File: config.mk
export PLATFORM = sky130hd
export DESIGN_NAME = ide_config_port_with_unlock_key_core
export DESIGN_NICKNAME = d
export VERILOG_FILES = /design/src/ide_cfg_pkg.sv /design/src/ide_config_port_with_unlock_key_core.sv
export SDC_FILE = /design/constraint.sdc
export NUM_CORES = 1
export LEC_CHECK = 0
export BUFFER_PORTS_ARGS = -buffer_cell sky130_fd_sc_hd__buf_4
export CORE_MARGIN = 2
export CORE_UTILIZATION = 55
export CTS_CLUSTER_DIAMETER = 200
export DETAILED_ROUTE_END_ITERATION = 10
export PLACE_DENSITY_LB_ADDON = 0.2
export SKIP_LAST_GASP = 1
export SLEW_MARGIN = 15
export SYNTH_ARGS = -nofsm -noshare
export SYNTH_HDL_FRONTEND = slang
export SYNTH_SLANG_ARGS = --single-unit
File: constraint.sdc
create_clock -name clk -period 2.2 [get_ports clk]
set_input_delay 0.33 -clock clk [delete_from_list [all_inputs] [get_ports clk]]
set_output_delay 0.33 -clock clk [all_outputs]
set_load 0.01 [all_outputs]
File: src/ide_cfg_pkg.sv
// ----------------------------------------------------------------------------
// ide_cfg_pkg
// constants and types of the index/data config port with unlock key
// ----------------------------------------------------------------------------
`timescale 1ns / 1ps

package ide_cfg_pkg;

  // access kinds
  localparam logic ACC_READ   = 1'b0;
  localparam logic ACC_WRITE  = 1'b1;
  localparam logic PORT_INDEX = 1'b0;
  localparam logic PORT_DATA  = 1'b1;

  // unlock key and special indexes
  localparam logic [7:0] KEY_FIRST   = 8'h4A;
  localparam logic [7:0] KEY_SECOND  = 8'h6C;
  localparam logic [7:0] LOCK_INDEX  = 8'h34;
  localparam logic [7:0] CTRL_INDEX  = 8'hB0;
  localparam logic [7:0] TIMING_BASE = 8'hB1;
  localparam logic [7:0] LAST_INDEX  = 8'hB8;
  localparam logic [7:0] CTRL_RESET  = 8'hC0;
  localparam logic [7:0] NO_ANSWER   = 8'hFF;

  // channel enable bit positions in the control register
  localparam int unsigned PRI_BIT = 7;
  localparam int unsigned SEC_BIT = 6;

  localparam int unsigned TIMING_REGS = 8;
  localparam int unsigned TIMING_AW   = $clog2(TIMING_REGS);

  // key progress codes
  typedef enum logic [1:0] {
    KEY_IDLE  = 2'd0,
    KEY_HALF  = 2'd1,
    KEY_DONE  = 2'd2
  } key_state_t;

  // one captured bus access
  typedef struct packed {
    logic       req_type;
    logic       port_select;
    logic [7:0] write_data;
  } access_t;

  // one result beat
  typedef struct packed {
    logic       secondary_enable;
    logic       primary_enable;
    logic [7:0] read_data;
  } result_t;

endpackage

File: src/ide_config_port_with_unlock_key_core.sv
// ----------------------------------------------------------------------------
// ide_config_port_with_unlock_key_core
// index/data configuration port of an IDE controller with a two-byte unlock
// ----------------------------------------------------------------------------
// Usage:
//   in_*  stream: one beat per bus access; in_tuser[0] = write, in_tuser[1] =
//         data port, in_tdata[7:0] = write byte (ignored on reads).
//   out_* stream: exactly one beat per access; read byte (0 on writes, 0xFF
//         when nothing answers) plus the two channel enables as they stand
//         after the access.
//   An accepted input beat passes through the input register, then the decode
//   and state update into the result register. One access is taken every
//   cycle while out_tready is high; the state update of an access happens as it
//   moves from the input register into the result register.
//   If out_tready is low, the result register holds and the input register
//   fills; in_tready drops only when both are full. in_tready follows
//   out_tready in the same cycle.
//   Reset (rst_n low, synchronous) empties both registers, locks the port,
//   clears the index and key progress, sets the control register to 0xC0
//   (both channels on) and clears the timing registers.
// ----------------------------------------------------------------------------
`timescale 1ns / 1ps

module ide_config_port_with_unlock_key_core (
  input  logic        clk,
  input  logic        rst_n,
  input  logic        in_tvalid,
  output logic        in_tready,
  input  logic [7:0]  in_tdata,   // [7:0] write_data
  input  logic [1:0]  in_tuser,   // [0] req_type, [1] port_select
  output logic        out_tvalid,
  input  logic        out_tready,
  output logic [15:0] out_tdata   // [7:0] read_data, [8] primary_enable,
                                  // [9] secondary_enable, [15:10] zero
);

  // input register
  logic                   in_valid_r;
  ide_cfg_pkg::access_t   in_acc_r;

  // result register
  logic                   out_valid_r;
  ide_cfg_pkg::result_t   out_res_r;
  ide_cfg_pkg::result_t   out_res_nxt;

  // block state
  logic [7:0]             cur_index_r, cur_index_nxt;
  ide_cfg_pkg::key_state_t key_r, key_nxt;
  logic                   unlocked_r, unlocked_nxt;
  logic [7:0]             ctrl_r, ctrl_nxt;
  logic [7:0]             timing_r [ide_cfg_pkg::TIMING_REGS];

  logic                   out_free;
  logic                   advance;
  logic                   hit_ctrl;
  logic                   hit_timing;
  logic [7:0]             timing_off;
  logic [ide_cfg_pkg::TIMING_AW-1:0] timing_idx;
  logic                   timing_we;
  logic [7:0]             rd_byte;

  // handshake
  assign out_free  = !out_valid_r || out_tready;
  assign advance   = in_valid_r && out_free;
  assign in_tready = !in_valid_r || out_free;

  assign out_tvalid = out_valid_r;
  assign out_tdata  = {6'd0, out_res_r};

  // input register
  always_ff @(posedge clk) begin
    if (!rst_n) begin
      in_valid_r <= 1'b0;
    end else if (in_tready) begin
      in_valid_r <= in_tvalid;
    end
  end

  always_ff @(posedge clk) begin
    if (in_tready && in_tvalid) begin
      in_acc_r.req_type    <= in_tuser[0];
      in_acc_r.port_select <= in_tuser[1];
      in_acc_r.write_data  <= in_tdata;
    end
  end

  // register decode of the current index
  assign hit_ctrl   = (cur_index_r == ide_cfg_pkg::CTRL_INDEX);
  assign hit_timing = cur_index_r inside {[ide_cfg_pkg::TIMING_BASE:ide_cfg_pkg::LAST_INDEX]};
  assign timing_off = cur_index_r - ide_cfg_pkg::TIMING_BASE;
  assign timing_idx = timing_off[ide_cfg_pkg::TIMING_AW-1:0];

  // access decode and state update
  always_comb begin
    cur_index_nxt = cur_index_r;
    key_nxt       = key_r;
    unlocked_nxt  = unlocked_r;
    ctrl_nxt      = ctrl_r;
    timing_we     = 1'b0;
    rd_byte       = 8'd0;
    if (advance) begin
      case ({in_acc_r.req_type, in_acc_r.port_select})
        {ide_cfg_pkg::ACC_WRITE, ide_cfg_pkg::PORT_INDEX}: begin
          if (unlocked_r) begin
            if (cur_index_r == ide_cfg_pkg::LOCK_INDEX) begin
              unlocked_nxt = 1'b0;
              key_nxt      = ide_cfg_pkg::KEY_IDLE;
            end else begin
              cur_index_nxt = in_acc_r.write_data;
            end
          end else if (key_r == ide_cfg_pkg::KEY_IDLE &&
                       in_acc_r.write_data == ide_cfg_pkg::KEY_FIRST) begin
            key_nxt = ide_cfg_pkg::KEY_HALF;
          end else if (key_r == ide_cfg_pkg::KEY_HALF &&
                       in_acc_r.write_data == ide_cfg_pkg::KEY_SECOND) begin
            key_nxt      = ide_cfg_pkg::KEY_DONE;
            unlocked_nxt = 1'b1;
          end else begin
            key_nxt = ide_cfg_pkg::KEY_IDLE;
          end
        end
        {ide_cfg_pkg::ACC_WRITE, ide_cfg_pkg::PORT_DATA}: begin
          if (hit_ctrl) begin
            ctrl_nxt = in_acc_r.write_data;
          end else if (hit_timing) begin
            timing_we = 1'b1;
          end
        end
        {ide_cfg_pkg::ACC_READ, ide_cfg_pkg::PORT_DATA}: begin
          if (hit_ctrl) begin
            rd_byte = ctrl_r;
          end else if (hit_timing) begin
            rd_byte = timing_r[timing_idx];
          end else begin
            rd_byte = ide_cfg_pkg::NO_ANSWER;
          end
        end
        {ide_cfg_pkg::ACC_READ, ide_cfg_pkg::PORT_INDEX}: begin
          if (unlocked_r) begin
            rd_byte = cur_index_r;
          end else begin
            key_nxt = ide_cfg_pkg::KEY_IDLE;
            rd_byte = ide_cfg_pkg::NO_ANSWER;
          end
        end
        default: begin
          rd_byte = ide_cfg_pkg::NO_ANSWER;
        end
      endcase
    end
    out_res_nxt.read_data        = rd_byte;
    out_res_nxt.primary_enable   = ctrl_nxt[ide_cfg_pkg::PRI_BIT];
    out_res_nxt.secondary_enable = ctrl_nxt[ide_cfg_pkg::SEC_BIT];
  end

  // state registers
  always_ff @(posedge clk) begin
    if (!rst_n) begin
      cur_index_r <= 8'd0;
      key_r       <= ide_cfg_pkg::KEY_IDLE;
      unlocked_r  <= 1'b0;
      ctrl_r      <= ide_cfg_pkg::CTRL_RESET;
    end else begin
      cur_index_r <= cur_index_nxt;
      key_r       <= key_nxt;
      unlocked_r  <= unlocked_nxt;
      ctrl_r      <= ctrl_nxt;
    end
  end

  // timing registers
  always_ff @(posedge clk) begin
    if (!rst_n) begin
      for (int i = 0; i < ide_cfg_pkg::TIMING_REGS; i++) begin
        timing_r[i] <= 8'd0;
      end
    end else if (timing_we) begin
      timing_r[timing_idx] <= in_acc_r.write_data;
    end
  end

  // result register
  always_ff @(posedge clk) begin
    if (!rst_n) begin
      out_valid_r <= 1'b0;
    end else if (out_free) begin
      out_valid_r <= in_valid_r;
    end
  end

  always_ff @(posedge clk) begin
    if (advance) begin
      out_res_r <= out_res_nxt;
    end
  end

endmodule

* Yosys cells after proc, flatten, opt, wreduce, memory -nomap -nowiden
Memory sizes are Yosys's and may differ from the RTL's. Index checks and enable logic that the tools add are counted.
Word-level totals: flip-flop bits (word level) 41, memory bits (writable) 64, bits of input ports 14, memories kept 1
Cells by class: add/subtract/negate cells 1, magnitude comparators 2, equal/unequal tests 10, mux-type cells 28, bitwise logic cells 1, reduce and logical (&&, ||, !) cells 17
Memory list:
- timing_r | depth 8, width 8, rd ports 1, clocked after Yosys merged registers in 0, wr ports 8, RTL line ide_config_port_with_unlock_key_core.sv:51 | logic [7:0] timing_r [ide_cfg_pkg::TIMING_REGS];
Operator list (count):
- 2-to-1 mux 8 bit | 7
- == test 8 x 7 -> 1 bit (second input constant) | 2
- one-hot mux 8 bit (2 select lines) | 1
- 2-to-1 mux 1 bit | 13
- 2-to-1 mux 2 bit | 5
- == test 8 x 6 -> 1 bit (second input constant) | 1
- == test 8 bit (second input constant) | 1
- >= comparator 8 bit (second input constant) | 1
- less-or-equal comparator 8 bit (second input constant) | 1
- AND reduction 4 bit | 2
- OR reduction 8 bit | 1
- logical AND 1 bit | 5
- == test 2 x 1 -> 1 bit (second input constant) | 2
- == test 2 bit (second input constant) | 2
- logical NOT 2 bit | 2
- one-hot mux 2 bit (2 select lines) | 1
- 2-to-1 mux 3 bit | 1
- != test 3 bit (second input constant) | 1
- AND reduction 3 bit | 1
- subtractor 3 x 1 -> 3 bit (second input constant) | 1
- logical NOT 1 bit | 2
- logical OR 1 bit | 2
- != test 2 bit (second input constant) | 1
- AND reduction 2 bit | 1
- other kinds (2) | 2

* Longest topological paths before layout
word-level depth 11, mapped depth 10, mapped depth without buffers 6

* Worst setup path after synthesis
Ideal clock, no wire load.
path type reg2reg, start register cur_index_r[0], end memory timing_r[0][0] (enable), setup time 0.334 ns, data arrival time 1.939 ns, required time 1.866 ns, path slack -0.074 ns, cell stages (with the launch flop) 8, buffers on the path 1, cell sequence dfxtp_1 > buf_2 > inv_1 > ha_1 > xnor2_2 > nand2_1 > nor4_4 > nand2b_1
RTL lines:
- from (decl) | RTL line ide_config_port_with_unlock_key_core.sv:47 | logic [7:0] cur_index_r, cur_index_nxt;
- from (signal assigned) | RTL line ide_config_port_with_unlock_key_core.sv:164 | cur_index_r <= cur_index_nxt;
- to (decl) | RTL line ide_config_port_with_unlock_key_core.sv:51

* Worst setup path in the final report
start register cur_index_r[0], end register out_res_r, in the netlist out_tdata[6] (data pin)
Between the ends: longest elaborated chain between the ends 5, elaborated cells on any way between the ends 9, those cells by class add/sub: 1; order compare: 2; eq/ne: 1; mux: 3; reduce/logical: 1; memory: 1
RTL lines:
- subtractor 3 x 1 -> 3 bit (tied with other cells) | RTL line ide_config_port_with_unlock_key_core.sv:90 | assign timing_off = cur_index_r - ide_cfg_pkg::TIMING_BASE;
- memory (8 x 8 bit) or logical AND 1 bit (tied branches)
- 2-to-1 mux 8 bit | RTL line ide_config_port_with_unlock_key_core.sv:132 | end else if (hit_timing) begin
- 2-to-1 mux 8 bit (*) | RTL line ide_config_port_with_unlock_key_core.sv:130 | if (hit_ctrl) begin
- one-hot mux 8 bit (2 select lines) (*) | RTL line ide_config_port_with_unlock_key_core.sv:102 | case ({in_acc_r.req_type, in_acc_r.port_select})
- via rd_byte[6] | RTL line ide_config_port_with_unlock_key_core.sv:60 | logic [7:0] rd_byte;
- to (signal assigned) | RTL line ide_config_port_with_unlock_key_core.sv:193 | out_res_r <= out_res_nxt;
- to (decl) | RTL line ide_config_port_with_unlock_key_core.sv:43 | ide_cfg_pkg::result_t out_res_r;
Mark *: on every way through the listed nets, which the timed path passes. The rest lies on a longest branch. A chain may end at the register's enable or synchronous reset.

==> metrics.cfg <==
[route]
vias = 3739
drc = 0
dr.pass1.iters = 5
first_iter_violations = 240
routed_wl_mm = 12.4
wl_per_cell_um = 19.3
vias_per_cell = 5.84
drtAntennaViolNets = 0

[yosys]
synth_seq_area_share_pct = 55.7
ys_seq_elements = 105
syn_area_um2 = 5290
async_flop_share_pct = 0
synth_cell_type_count = 56
syn_avg_cell_area_um2 = 11.5
ys_warn_count = 0
synth_edf_count = 84
synth_ff_type = edfxtp_1
synth_cells = 461

[clock_network]
cts_sinks = 105
clkTransAtPathRegs_ns = 0.10
clk_path_buf_depth = 2
cts_tree = done
numCtsBuffers = 9
ctsHoldBuffers = 0
worstSkewPairLatency_ns = 0.37
root_buffer = clkbuf_8
h-tree-depth = 3

[setup_path]
crit_fanout = 22
path_class = flop to flop
reg2reg_setup_slack_ns = 0.03
start_kind = flop
cp.required_ns = 2.31
worstPathArrival_ns = 2.28
crit_path_end_kind = flop

[finish]
drive_above_1_share_pct = 22.5
nets = 521
area_growth_pct = 14.1
n_fill_cell = 741
n_antenna_cell = 0

[grt]
grt_pass1_vias = 3482
grt_pass1_wl_mm = 19.3
overflow = 0
grt_max_degree = 44
antenna_found_initial = 0
grt_util_all_layers_pct = 25.2

[timing]
rsz0062_at_grt = yes
slew_viol_final = 0
slew-limit-headroom_pct = 62.1
finClkSkew_ns = 0.0121
setup-violations-final = 0
period_needed_ns = 2.17
finalHoldViolCount = 0
fmax_mhz = 460
hold_ws_ns = 0.122
tightest_slew_ns = 0.567
period_share_pct = 98.8

[floorplan]
start_util_pct = 57.0
die_x_um = 102
ios = 32
row_count = 35
coreArea_um2 = 9280
die_area_um2 = 10400
die_y_um = 102

[flow_run]
cap_violations = 0

[pwr]
total_power_mw = 3.66
irDropWorstVdd_mv = 0.314
leakagePower_nw = 2.11
pwr_density_cell_nw_per_um2 = 606

[place]
hpwl_mm = 8.74
gp_congestion = 0.919
io_buffer_count = 25

[outcome]
run_status = complete, no violations

[hold_path]
hp-class = input pin to flop

state kept, by name, indices dropped and copies added, names as in the netlist:
| signal | cells |
|---|---|
| unlocked_r | 1 |
| key_r | 2 |
| out_tdata | 10 |
| in_valid_r | 1 |
| in_acc_r | 10 |
| out_tvalid | 1 |
| timing_r | 64 |
| cur_index_r | 8 |
| ctrl_r | 8 |
metal layers:
layer | vias up | GRT usage, % | wire length, um
met4 | 0 | 8.00 | 209
met5 | - | 0 | 0
met1 | 1836 | 37.7 | 5630
li1 | 1761 | - | -
met2 | 123 | 37.7 | 5760
met3 | 19 | 4.38 | 761
where the power goes:
part	internal (mW)	switching, mW
Sequential	2.22	0.0357
Clock	0.517	0.656
Combinational	0.0788	0.146
Total	2.82	0.838
logic make-up after synthesis:
kind of cell | after synthesis | share of synthesized area (%)
adder cells (fa/ha/maj) | 1 | 0.237
multiplexers | 23 | 4.52
XOR/XNOR | 2 | 0.615
other | 1 | 0.0709
flip-flops | 105 | 55.7
buffers and inverters | 47 | 4.24
AND/OR/NAND/NOR | 199 | 25.0
AO/OA/AOI/OAI | 83 | 9.70
placed cells by master, fill, tap and decap left out, types with 2 or more instances in the layout:
cell | netlist | layout
a211oi_1 | 4 | 2
a211oi_2 | 0 | 2
a21o_1 | 3 | 3
a21oi_1 | 23 | 23
a31o_1 | 2 | 2
a31oi_1 | 6 | 6
a32oi_1 | 4 | 4
and2_1 | 67 | 67
and3_1 | 6 | 6
and4b_1 | 2 | 2
buf_4 | 8 | 68
clkbuf_1 | 21 | 2
clkbuf_8 | 0 | 10
conb_1 | 1 | 6
dfxtp_1 | 21 | 21
edfxtp_1 | 84 | 84
inv_1 | 7 | 7
inv_4 | 0 | 2
mux2_2 | 6 | 6
mux2i_1 | 16 | 16
nand2_1 | 16 | 15
nand2b_1 | 11 | 4
nand2b_2 | 0 | 7
nand3_1 | 37 | 37
nand3b_1 | 13 | 13
nor2_1 | 11 | 11
nor2b_1 | 3 | 3
nor3_1 | 5 | 5
nor3b_1 | 7 | 7
nor4_4 | 8 | 8
nor4bb_1 | 2 | 2
o211ai_1 | 2 | 2
o21ai_0 | 29 | 29
or2_2 | 2 | 2
metrics by stage:
step	utilization, %	setup TNS [ns]	std cells	setup WS [ns]	instance area, um^2
3_3_place_gp	62.5	0	622	0.0599	5800
3_5_place_dp	62.5	0	622	0.00463	5800
5_1_grt	65.0	-0.284	640	-0.104	6030
6_report	65.0	0	640	0.0271	6030
4_1_cts	64.5	0	638	0.0555	5990
2_1_floorplan	-	0	466	0.000622	5320
cell usage after synthesis, types with 7 or more instances:
cell      instances  share of area (%)
edfxtp_1         84                 48
and2_1           67                7.9
nand3_1          37                3.5
o21ai_0          29                2.7
a21oi_1          23                2.2
clkbuf_1         21                1.5
dfxtp_1          21                8.0
mux2i_1          16                3.0
nand2_1          16                1.1
nand3b_1         13                1.8
nand2b_1         11                1.3
nor2_1           11               0.78
buf_2             8               0.76
buf_4             8                1.1
nor4_4            8                3.2
inv_1             7               0.50
nor3b_1           7               0.99
path summary, 6_finish.rpt:
path         depth (start not counted)            to            from
max                                  8  out_tdata[6]  cur_index_r[0]
max reg2reg                          8  out_tdata[6]  cur_index_r[0]
min reg2reg                          2      key_r[1]        key_r[1]
min                                  1   in_acc_r[5]     in_tdata[5]
layout make-up:
cell class,instances,area (um^2),area share (%)
clock buffer,13,170,2.82
sequential,105,2940,48.8
multi-input combinational,314,2180,36.1
tap,129,161,2.68
timing repair buffer,69,531,8.79
inverter,7,26.3,0.436
clock inverter,3,21.3,0.353
critical path, stage by stage, from the launching register on:
cell	delay (ns)
dfxtp_1	0.33
inv_1	0.05
ha_1	0.25
buf_4	0.18
xnor2_2	0.22
buf_12	0.21
mux2i_1	0.12
a2111oi_1	0.36
a31oi_1	0.18
repair_timing:
action,CTS,global route
hold endpoints to repair,0,0
setup endpoints to repair,2,52
resized for setup,1,5
setup buffers,0,2
(Power assumes the default switching activity.)
